$ cat src/hw/rtl/tspp_pkg.sv
`default_nettype none

package tspp_pkg;

    // Packet length default; the parser accepts 188 up to 208.
    localparam int unsigned PACKET_BYTES_DEF = 188;

    localparam int unsigned BYTE_W      = 8;
    localparam int unsigned INDEX_W     = 8;   // holds any index below 208
    localparam int unsigned START_W     = 10;
    localparam int unsigned HEADER_W    = 24;  // header bytes 1..3, sync byte dropped
    localparam int unsigned CLOCK_W     = 48;
    localparam int unsigned PID_W       = 13;
    localparam int unsigned BASE_W      = 33;
    localparam int unsigned EXT_W       = 9;

    localparam logic [BYTE_W-1:0]  SYNC_BYTE     = 8'h47;
    localparam logic [START_W-1:0] START_NONE    = 10'd1023;
    localparam logic [START_W-1:0] PAYLOAD_LIMIT = 10'd188;  // header plus 184 payload bytes
    localparam logic [INDEX_W-1:0] HEADER_LAST   = 8'd3;
    localparam logic [INDEX_W-1:0] ADAPT_LEN_IDX = 8'd4;
    localparam logic [INDEX_W-1:0] ADAPT_FLG_IDX = 8'd5;
    localparam logic [INDEX_W-1:0] PCR_FIRST_IDX = 8'd6;
    localparam logic [INDEX_W-1:0] PCR_LAST_IDX  = 8'd11;
    localparam int unsigned        PCR_FLAG_BIT  = 4;

    // adaptation field control codes
    localparam logic [1:0] AFC_PAYLOAD = 2'd1;
    localparam logic [1:0] AFC_ADAPT   = 2'd2;
    localparam logic [1:0] AFC_BOTH    = 2'd3;

    // result queue, depth must be a power of two
    localparam int unsigned QUEUE_DEPTH = 4;

    typedef enum logic [1:0] {
        KIND_PAYLOAD     = 2'd0,
        KIND_SUMMARY     = 2'd1,
        KIND_SUMMARY_PCR = 2'd2
    } kind_t;

    typedef struct packed {
        kind_t              kind;
        logic [BYTE_W-1:0]  payload_byte;
        logic [PID_W-1:0]   packet_id;
        logic               error_flag;
        logic               unit_start;
        logic               priority_flag;
        logic [1:0]         scramble_bits;
        logic [1:0]         field_control;
        logic [3:0]         continuity;
        logic [BASE_W-1:0]  clock_base;
        logic [EXT_W-1:0]   clock_extension;
        logic               last;
    } result_t;

    // up to two results per byte, first is the payload byte when both exist
    typedef struct packed {
        logic [1:0] count;
        result_t    first;
        result_t    second;
    } push_t;

endpackage

`default_nettype wire

$ cat src/hw/rtl/tspp_parse.sv
`default_nettype none

module tspp_parse #(
    parameter int unsigned PACKET_BYTES = tspp_pkg::PACKET_BYTES_DEF
) (
    input  wire logic                          aclk,
    input  wire logic                          aresetn,
    input  wire logic                          in_valid,
    input  wire logic [tspp_pkg::BYTE_W-1:0]   in_byte,
    output logic                               in_ready,
    input  wire logic                          room,
    output tspp_pkg::push_t                    push
);
    import tspp_pkg::*;

    localparam logic [INDEX_W-1:0] LAST_INDEX = INDEX_W'(PACKET_BYTES - 1);

    logic                  in_valid_reg, in_valid_next;
    logic [BYTE_W-1:0]     in_byte_reg;
    logic                  advance;

    logic                  in_packet_reg, in_packet_next;
    logic [INDEX_W-1:0]    byte_index_reg, byte_index_next;
    logic [HEADER_W-1:0]   header_reg, header_next;
    logic [BYTE_W-1:0]     adapt_length_reg, adapt_length_next;
    logic                  pcr_flag_reg, pcr_flag_next;
    logic [START_W-1:0]    payload_start_reg, payload_start_next;
    logic [CLOCK_W-1:0]    clock_shift_reg, clock_shift_next;

    logic [1:0]            afc_cur, afc_new;
    logic                  pusi_cur, pusi_new;
    logic [START_W-1:0]    offset;
    logic                  emit_payload, emit_summary, has_pcr;
    result_t               res_pay, res_sum;

    assign advance  = in_valid_reg && room;
    assign in_ready = !in_valid_reg || advance;
    assign in_valid_next = in_ready ? in_valid : in_valid_reg;

    always_ff @(posedge aclk) begin
        if (!aresetn) begin
            in_valid_reg <= 1'b0;
        end else begin
            in_valid_reg <= in_valid_next;
        end
        if (in_ready && in_valid) begin
            in_byte_reg <= in_byte;
        end
    end

    assign afc_cur  = header_reg[5:4];
    assign pusi_cur = header_reg[22];
    assign offset   = START_W'(byte_index_reg) + START_W'(1) + START_W'(in_byte_reg);

    always_comb begin
        in_packet_next     = in_packet_reg;
        byte_index_next    = byte_index_reg;
        header_next        = header_reg;
        adapt_length_next  = adapt_length_reg;
        pcr_flag_next      = pcr_flag_reg;
        payload_start_next = payload_start_reg;
        clock_shift_next   = clock_shift_reg;
        afc_new            = afc_cur;
        pusi_new           = pusi_cur;
        emit_payload       = 1'b0;
        emit_summary       = 1'b0;

        if (!in_packet_reg) begin
            if (in_byte_reg == SYNC_BYTE) begin
                in_packet_next     = 1'b1;
                byte_index_next    = INDEX_W'(1);
                header_next        = HEADER_W'(SYNC_BYTE);
                adapt_length_next  = '0;
                pcr_flag_next      = 1'b0;
                payload_start_next = START_NONE;
                clock_shift_next   = '0;
            end
        end else begin
            if (byte_index_reg <= HEADER_LAST) begin
                header_next = {header_reg[HEADER_W-9:0], in_byte_reg};
                afc_new     = header_next[5:4];
                pusi_new    = header_next[22];
                if (byte_index_reg == HEADER_LAST && afc_new == AFC_PAYLOAD && !pusi_new) begin
                    payload_start_next = START_W'(4);
                end
            end else if (byte_index_reg == ADAPT_LEN_IDX) begin
                if (afc_cur == AFC_PAYLOAD) begin
                    if (pusi_cur) begin
                        payload_start_next = offset;
                    end
                end else if (afc_cur[1]) begin
                    adapt_length_next = in_byte_reg;
                    if (afc_cur == AFC_BOTH && !pusi_cur) begin
                        payload_start_next = offset;
                    end
                end
            end else begin
                if (byte_index_reg == ADAPT_FLG_IDX && afc_cur[1] && adapt_length_reg != '0) begin
                    pcr_flag_next = in_byte_reg[PCR_FLAG_BIT];
                end
                if (byte_index_reg >= PCR_FIRST_IDX && byte_index_reg <= PCR_LAST_IDX) begin
                    clock_shift_next = {clock_shift_reg[CLOCK_W-9:0], in_byte_reg};
                end
                // pointer field right after the adaptation field
                if (afc_cur == AFC_BOTH && pusi_cur
                    && {1'b0, byte_index_reg} == 9'd5 + {1'b0, adapt_length_reg}) begin
                    payload_start_next = offset;
                end
            end

            emit_payload = START_W'(byte_index_reg) >= payload_start_next
                           && START_W'(byte_index_reg) < PAYLOAD_LIMIT;

            if (byte_index_reg >= LAST_INDEX) begin
                emit_summary    = 1'b1;
                in_packet_next  = 1'b0;
                byte_index_next = '0;
            end else begin
                byte_index_next = byte_index_reg + INDEX_W'(1);
            end
        end
    end

    assign has_pcr = afc_new[1] && adapt_length_next != '0 && pcr_flag_next;

    always_comb begin
        res_pay.kind            = KIND_PAYLOAD;
        res_pay.payload_byte    = in_byte_reg;
        res_pay.packet_id       = header_next[20:8];
        res_pay.error_flag      = header_next[23];
        res_pay.unit_start      = header_next[22];
        res_pay.priority_flag   = header_next[21];
        res_pay.scramble_bits   = header_next[7:6];
        res_pay.field_control   = header_next[5:4];
        res_pay.continuity      = header_next[3:0];
        res_pay.clock_base      = '0;
        res_pay.clock_extension = '0;
        res_pay.last            = !emit_summary;

        res_sum                 = res_pay;
        res_sum.kind            = has_pcr ? KIND_SUMMARY_PCR : KIND_SUMMARY;
        res_sum.payload_byte    = '0;
        res_sum.clock_base      = has_pcr ? clock_shift_next[CLOCK_W-1:15] : '0;
        res_sum.clock_extension = has_pcr ? clock_shift_next[EXT_W-1:0] : '0;
        res_sum.last            = 1'b1;

        push.first  = emit_payload ? res_pay : res_sum;
        push.second = res_sum;
        push.count  = advance ? (2'(emit_payload) + 2'(emit_summary)) : 2'd0;
    end

    always_ff @(posedge aclk) begin
        if (!aresetn) begin
            in_packet_reg     <= 1'b0;
            byte_index_reg    <= '0;
            header_reg        <= '0;
            adapt_length_reg  <= '0;
            pcr_flag_reg      <= 1'b0;
            payload_start_reg <= '0;
            clock_shift_reg   <= '0;
        end else if (advance) begin
            in_packet_reg     <= in_packet_next;
            byte_index_reg    <= byte_index_next;
            header_reg        <= header_next;
            adapt_length_reg  <= adapt_length_next;
            pcr_flag_reg      <= pcr_flag_next;
            payload_start_reg <= payload_start_next;
            clock_shift_reg   <= clock_shift_next;
        end
    end

    // two results only on the packet's last byte, and then the second is a summary
    a_pair_is_summary: assert property (@(posedge aclk) disable iff (!aresetn)
        push.count == 2'd2 |-> (push.first.kind == KIND_PAYLOAD
                                && push.second.kind != KIND_PAYLOAD
                                && byte_index_reg >= LAST_INDEX))
        else $error("double push outside the last byte");

    // leaving a packet always comes with a summary
    a_exit_summary: assert property (@(posedge aclk) disable iff (!aresetn)
        $fell(in_packet_reg) |-> $past(emit_summary && advance))
        else $error("packet closed without summary");

endmodule

`default_nettype wire

$ cat src/hw/rtl/tspp_queue.sv
`default_nettype none

module tspp_queue (
    input  wire logic              aclk,
    input  wire logic              aresetn,
    input  wire tspp_pkg::push_t   push,
    output logic                   room,
    output logic                   out_valid,
    input  wire logic              out_ready,
    output tspp_pkg::result_t      out_item
);
    import tspp_pkg::*;

    localparam int unsigned PTR_W = $clog2(QUEUE_DEPTH);
    localparam int unsigned CNT_W = PTR_W + 1;

    result_t            entry_reg [QUEUE_DEPTH];
    logic [PTR_W-1:0]   wr_ptr_reg, wr_ptr_next;
    logic [PTR_W-1:0]   rd_ptr_reg, rd_ptr_next;
    logic [CNT_W-1:0]   count_reg, count_next;
    logic [PTR_W-1:0]   wr_ptr_2nd;
    logic               pop;

    // room for two more regardless of the read side this cycle
    assign room      = count_reg <= CNT_W'(QUEUE_DEPTH - 2);
    assign out_valid = count_reg != '0;
    assign out_item  = entry_reg[rd_ptr_reg];
    assign pop       = out_valid && out_ready;

    assign wr_ptr_2nd  = wr_ptr_reg + PTR_W'(1);
    assign wr_ptr_next = wr_ptr_reg + PTR_W'(push.count);
    assign rd_ptr_next = rd_ptr_reg + PTR_W'(pop);
    assign count_next  = count_reg + CNT_W'(push.count) - CNT_W'(pop);

    always_ff @(posedge aclk) begin
        for (int k = 0; k < QUEUE_DEPTH; k++) begin
            if (push.count != 2'd0 && wr_ptr_reg == PTR_W'(k)) begin
                entry_reg[k] <= push.first;
            end else if (push.count == 2'd2 && wr_ptr_2nd == PTR_W'(k)) begin
                entry_reg[k] <= push.second;
            end
        end
    end

    always_ff @(posedge aclk) begin
        if (!aresetn) begin
            wr_ptr_reg <= '0;
            rd_ptr_reg <= '0;
            count_reg  <= '0;
        end else begin
            wr_ptr_reg <= wr_ptr_next;
            rd_ptr_reg <= rd_ptr_next;
            count_reg  <= count_next;
        end
    end

    a_no_overflow: assert property (@(posedge aclk) disable iff (!aresetn)
        push.count != 2'd0 |-> room)
        else $error("result queue written without room");

    a_count_tracks_ptrs: assert property (@(posedge aclk) disable iff (!aresetn)
        count_reg <= CNT_W'(QUEUE_DEPTH)
        && PTR_W'(count_reg) == PTR_W'(wr_ptr_reg - rd_ptr_reg))
        else $error("queue count out of step with pointers");

endmodule

`default_nettype wire

$ cat src/hw/rtl/ts_packet_parser.sv
`default_nettype none

// Channel   Dir  Ports                         Carries
// s_        in   s_tvalid s_tready s_tdata     one raw transport stream byte
// m_        out  m_tvalid m_tready m_tdata     payload bytes and packet summaries,
//                m_tuser m_tlast                kind in tuser, tlast on a byte's final result
//
// Sustains one input byte per cycle while the result queue has room. Each
// byte passes an input register, the parser logic and a four-entry result
// queue. The packet's last byte can give two results (payload byte
// and summary); the queue takes both at once and drains during the following
// header bytes. aresetn (synchronous) returns the parser to hunting for sync.
// Input is held off only while the queue holds more than two results.

module ts_packet_parser #(
    parameter int unsigned PACKET_BYTES = tspp_pkg::PACKET_BYTES_DEF   // 188 to 208
) (
    input  wire logic        aclk,
    input  wire logic        aresetn,

    input  wire logic        s_tvalid,
    output logic             s_tready,
    input  wire logic [7:0]  s_tdata,    // [7:0] stream_byte

    output logic             m_tvalid,
    input  wire logic        m_tready,
    output logic [79:0]      m_tdata,    // [7:0] payload_byte, [20:8] packet_id,
                                         // [21] error_flag, [22] unit_start,
                                         // [23] priority_flag, [25:24] scramble_bits,
                                         // [27:26] field_control, [31:28] continuity,
                                         // [64:32] clock_base, [73:65] clock_extension,
                                         // [79:74] zero
    output logic [1:0]       m_tuser,    // [1:0] kind
    output logic             m_tlast     // last
);
    import tspp_pkg::*;

    push_t    push;
    logic     room;
    result_t  item;

    // byte register, header/adaptation capture and offset tracking
    tspp_parse #(
        .PACKET_BYTES (PACKET_BYTES)
    ) u_parse (
        .aclk     (aclk),
        .aresetn  (aresetn),
        .in_valid (s_tvalid),
        .in_byte  (s_tdata),
        .in_ready (s_tready),
        .room     (room),
        .push     (push)
    );

    // result queue decouples the two sides and absorbs the summary
    tspp_queue u_queue (
        .aclk      (aclk),
        .aresetn   (aresetn),
        .push      (push),
        .room      (room),
        .out_valid (m_tvalid),
        .out_ready (m_tready),
        .out_item  (item)
    );

    assign m_tdata = {6'b0,
                      item.clock_extension,
                      item.clock_base,
                      item.continuity,
                      item.field_control,
                      item.scramble_bits,
                      item.priority_flag,
                      item.unit_start,
                      item.error_flag,
                      item.packet_id,
                      item.payload_byte};
    assign m_tuser = item.kind;
    assign m_tlast = item.last;

    // payload bytes never carry a PCR
    a_payload_no_pcr: assert property (@(posedge aclk) disable iff (!aresetn)
        m_tvalid && m_tuser == KIND_PAYLOAD |-> m_tdata[73:32] == '0)
        else $error("payload result with clock fields set");

endmodule

`default_nettype wire

$ cat config.mk
export PLATFORM = sky130hd
export DESIGN_NAME = ts_packet_parser
export DESIGN_NICKNAME = d
export VERILOG_FILES = /design/src/hw/rtl/tspp_pkg.sv /design/src/hw/rtl/tspp_parse.sv /design/src/hw/rtl/tspp_queue.sv /design/src/hw/rtl/ts_packet_parser.sv
export SDC_FILE = /design/constraint.sdc
export NUM_CORES = 1
export LEC_CHECK = 0
export ABC_CLOCK_PERIOD_IN_PS = 10510
export BUFFER_PORTS_ARGS = -buffer_cell sky130_fd_sc_hd__buf_2
export CORE_ASPECT_RATIO = 0.75
export CORE_MARGIN = 1.5
export CORE_UTILIZATION = 60
export DETAILED_ROUTE_END_ITERATION = 12
export PLACE_DENSITY = 0.89
export SLEW_MARGIN = 20
export SYNTH_ARGS = -nofsm -noshare
export SYNTH_HDL_FRONTEND = slang
export SYNTH_SLANG_ARGS = --single-unit
$ cat constraint.sdc
create_clock -name aclk -period 10.51 [get_ports aclk]
set_input_delay 2.102 -clock aclk [delete_from_list [all_inputs] [get_ports aclk]]
set_output_delay 2.102 -clock aclk [all_outputs]
set_load 0.005 [all_outputs]
==> flow_metrics.env <==
export IMPL_status="finished clean"
export IMPL_fin_cells=2036
export IMPL_final_core_utilization=0.6700
export IMPL_finClkSkew_ps=31.79
export IMPL_final_area_um2=21600
export IMPL_async_flop_share=0
export IMPL_gp_routability_congestion=0.8955
export IMPL_slew_headroom=0.2948
export IMPL_endpoint_kind="flip-flop"
export IMPL_finalSetupTns_ps=0
export IMPL_tightest_slew_ps=1058
export IMPL_grt_pass1_wl_um=75760
export IMPL_drtIter0Drc=2188
export IMPL_grt_max_degree=109
export IMPL_crit_cells=23
export IMPL_post_cts_buffers=0
export IMPL_clk_pin_slew_ps=70
export IMPL_grt_pass1_vias=13310
export IMPL_yosysUniqueCellTypes=67
export IMPL_ys_flop_type="edfxtp_1"
export IMPL_clk_latency_ps=570
export IMPL_setup_ws_ps=2768
export IMPL_drv_slew=0
export IMPL_crit_type="flip-flop to flip-flop"
export IMPL_dieHeight_um=159.5
export IMPL_ff2ff_path_depth=23
export IMPL_hold_ws_ps=475.5
export IMPL_wl_per_cell_um=24.27
export IMPL_core_area_um2=32240
export IMPL_nNetsFinal=1605
export IMPL_pwr_density_cell_nw_per_um2=167.8
export IMPL_cp_required_ps=10820
export IMPL_hold_depth=1
export IMPL_synth_edff_count=307
export IMPL_synth_cell_area_um2=19590
export IMPL_die_area_um2=33750
export IMPL_cp_arrival_ps=8050
export IMPL_pin_count=97
export IMPL_cp_start_kind="flip-flop"
export IMPL_preCtsSetupSlack_ps=2835
export IMPL_antenna_found_initial=0
export IMPL_path_common_cell="a21oi_1"
export IMPL_cts_sinks=424
export IMPL_setup_viol=0
export IMPL_cap_violations=0
export IMPL_cp_buffers_inverters=3
export IMPL_avgViaCountPerCell=6.776
export IMPL_htreeDepth=2
export IMPL_dpl_cell_area_um2=20290
export IMPL_synthMuxAreaShare=0.09179
export IMPL_syn_inst=1537
export IMPL_p_leak_nw=6.891
export IMPL_critical_path_top_delay_family="compound AO/OA/AOI/OAI gates"
export IMPL_drt_first_pass_iters=7
export IMPL_post_route_period_util=0.7366
export IMPL_clk_path_buf_depth=3
export IMPL_r2r_setup_slack_ps=2770
export IMPL_hold_buffers=0
export IMPL_synth_top_area_frac=0.4706
export IMPL_synth_top_family_by_area="compound AO/OA/AOI/OAI gates"
export IMPL_dp_cells=1960
export IMPL_root_buffer="clkbuf_16"
export IMPL_track_usage=0.2920
export IMPL_cp_slowest_cell="clkinv_2"
export IMPL_slowest_delay_ps=850
export IMPL_drt_total_wl_um=49420
export IMPL_largest_register_ffs=308
export IMPL_yosys_top_cells_area="edfxtp_1 47%, dfxtp_1 12%, mux4_2 8.9%"
export IMPL_port_buffers=90
export IMPL_total_power_mw=3.625
export IMPL_overflow=0
export IMPL_grt_setup_unrepaired="no"
export IMPL_max_vdd_ir_drop_v=0.0001369
export IMPL_synth_compound_area_frac=0.1379
export IMPL_drive_gt1_frac=0.1788
export IMPL_synthXorXnorAreaFrac=0.01207
export IMPL_timing_final_crit_period_ps=7742
export IMPL_dr_total_vias=13800
export IMPL_synth_most_common_cell="edfxtp_1"
export IMPL_die_width_um=211.6
export IMPL_hp_class="flip-flop to flip-flop"
export IMPL_num_rows=57
export IMPL_crit_chain="a21oi_1 > or3_4 > a2111oi_4 > o2111ai_2 > o21ai_1 > a21oi_1 > a22o_1 > ha_1 > nand2b_1 > a21o_1 > a21o_1 > a21oi_1 > o21ai_0 > o211ai_1 > nor3_4 > ha_1 > nand2_1 > or4b_1 > buf_4 > and2_1 > clkinv_2 > buf_4 > and2_1"
export IMPL_synth_adder_area_share=0.02057
export IMPL_synthTopCellsByCount="307 x edfxtp_1, 118 x a21oi_1, 117 x dfxtp_1, 117 x nor2_1, 104 x clkbuf_1"
export IMPL_dp_hpwl_um=28610
export IMPL_ys_seq_area_frac=0.5902
export IMPL_crit_fanout=56
export IMPL_ant_nets=0
export IMPL_hold_violations=0
export IMPL_synth_simple_gate_area_frac=0.1149
export IMPL_yosysTopAreaCell="edfxtp_1"
export IMPL_fmax_ghz=0.1292
export IMPL_post_route_drc_count=0
export IMPL_start_util=0.6076
export IMPL_ys_ff_latch=424
export IMPL_cts_tree="yes"
export IMPL_antenna_cells=0
export IMPL_yosysWarnings=0
export IMPL_syn_avg_cell_area_um2=12.74
export IMPL_cts_resized=0
export IMPL_cts_made_buffers=41
export IMPL_areaGrowthSynthToFinish_pct=10.27
[logic make-up after synthesis]
logic type / Yosys count
adders and majority gates: 31
buffers and inverters: 155
xor gates and xnor gates: 27
other: 1
DFF: 424
and+or+nand+nor: 438
AOI/OAI and AO/OA: 378
muxes: 83
[placed cells by master (no fill, tap or decap), types with 5 or more instances in the layout]
cell type,n
edfxtp_1,307
a21oi_1,118
dfxtp_1,115
nor2_1,114
nand2_1,96
buf_2,90
nor2b_1,88
a22oi_1,84
mux4_2,77
a22o_1,74
and2_1,61
clkbuf_16,42
ha_1,29
o21ai_0,24
buf_4,23
inv_1,17
nand3_1,16
xnor2_1,14
and3_1,13
xor2_1,13
nor3_1,9
clkbuf_1,9
clkinv_1,9
nand2b_1,8
a32o_1,8
a21o_1,7
a31o_2,6
o21a_1,6
a21boi_0,6
o221a_2,6
conb_1,6
a31oi_1,5
[power breakdown]
group / internal (mW) / leakage, nW / switching (mW)
Sequential: 1.78 / 3.52 / 0.0650
Clock: 0.797 / 0.628 / 0.639
Combinational: 0.178 / 2.74 / 0.161
Total: 2.76 / 6.89 / 0.865
[layout make-up]
class	count	area, um2
clock buffers	58	1155
well taps	442	553.0
fillers	2122	10640
inverters	18	68.82
repair buffers	114	638.1
multi-input cells	963	7476
clock inverters	17	138.9
flip-flops and latches	424	11570
[path summary, 6_finish.rpt]
check                                                 start                  endpoint
worst max-delay path            u_parse.adapt_length_reg[2]  u_queue.entry_reg[2][52]
worst min-delay path                u_queue.entry_reg[2][0]   u_queue.entry_reg[2][0]
worst max register to register  u_parse.adapt_length_reg[2]  u_queue.entry_reg[2][52]
worst min register to register      u_queue.entry_reg[2][0]   u_queue.entry_reg[2][0]
[layer usage]
layer  wire [um]  up-vias  track usage
met4        1496        0      0.09968
met2       22690     1042       0.4423
met5           0        -            0
met3        6290      159      0.07416
met1       18940     6749       0.4143
li1            -     5846            -
Note: power is estimated with default switching activity, not from simulation.
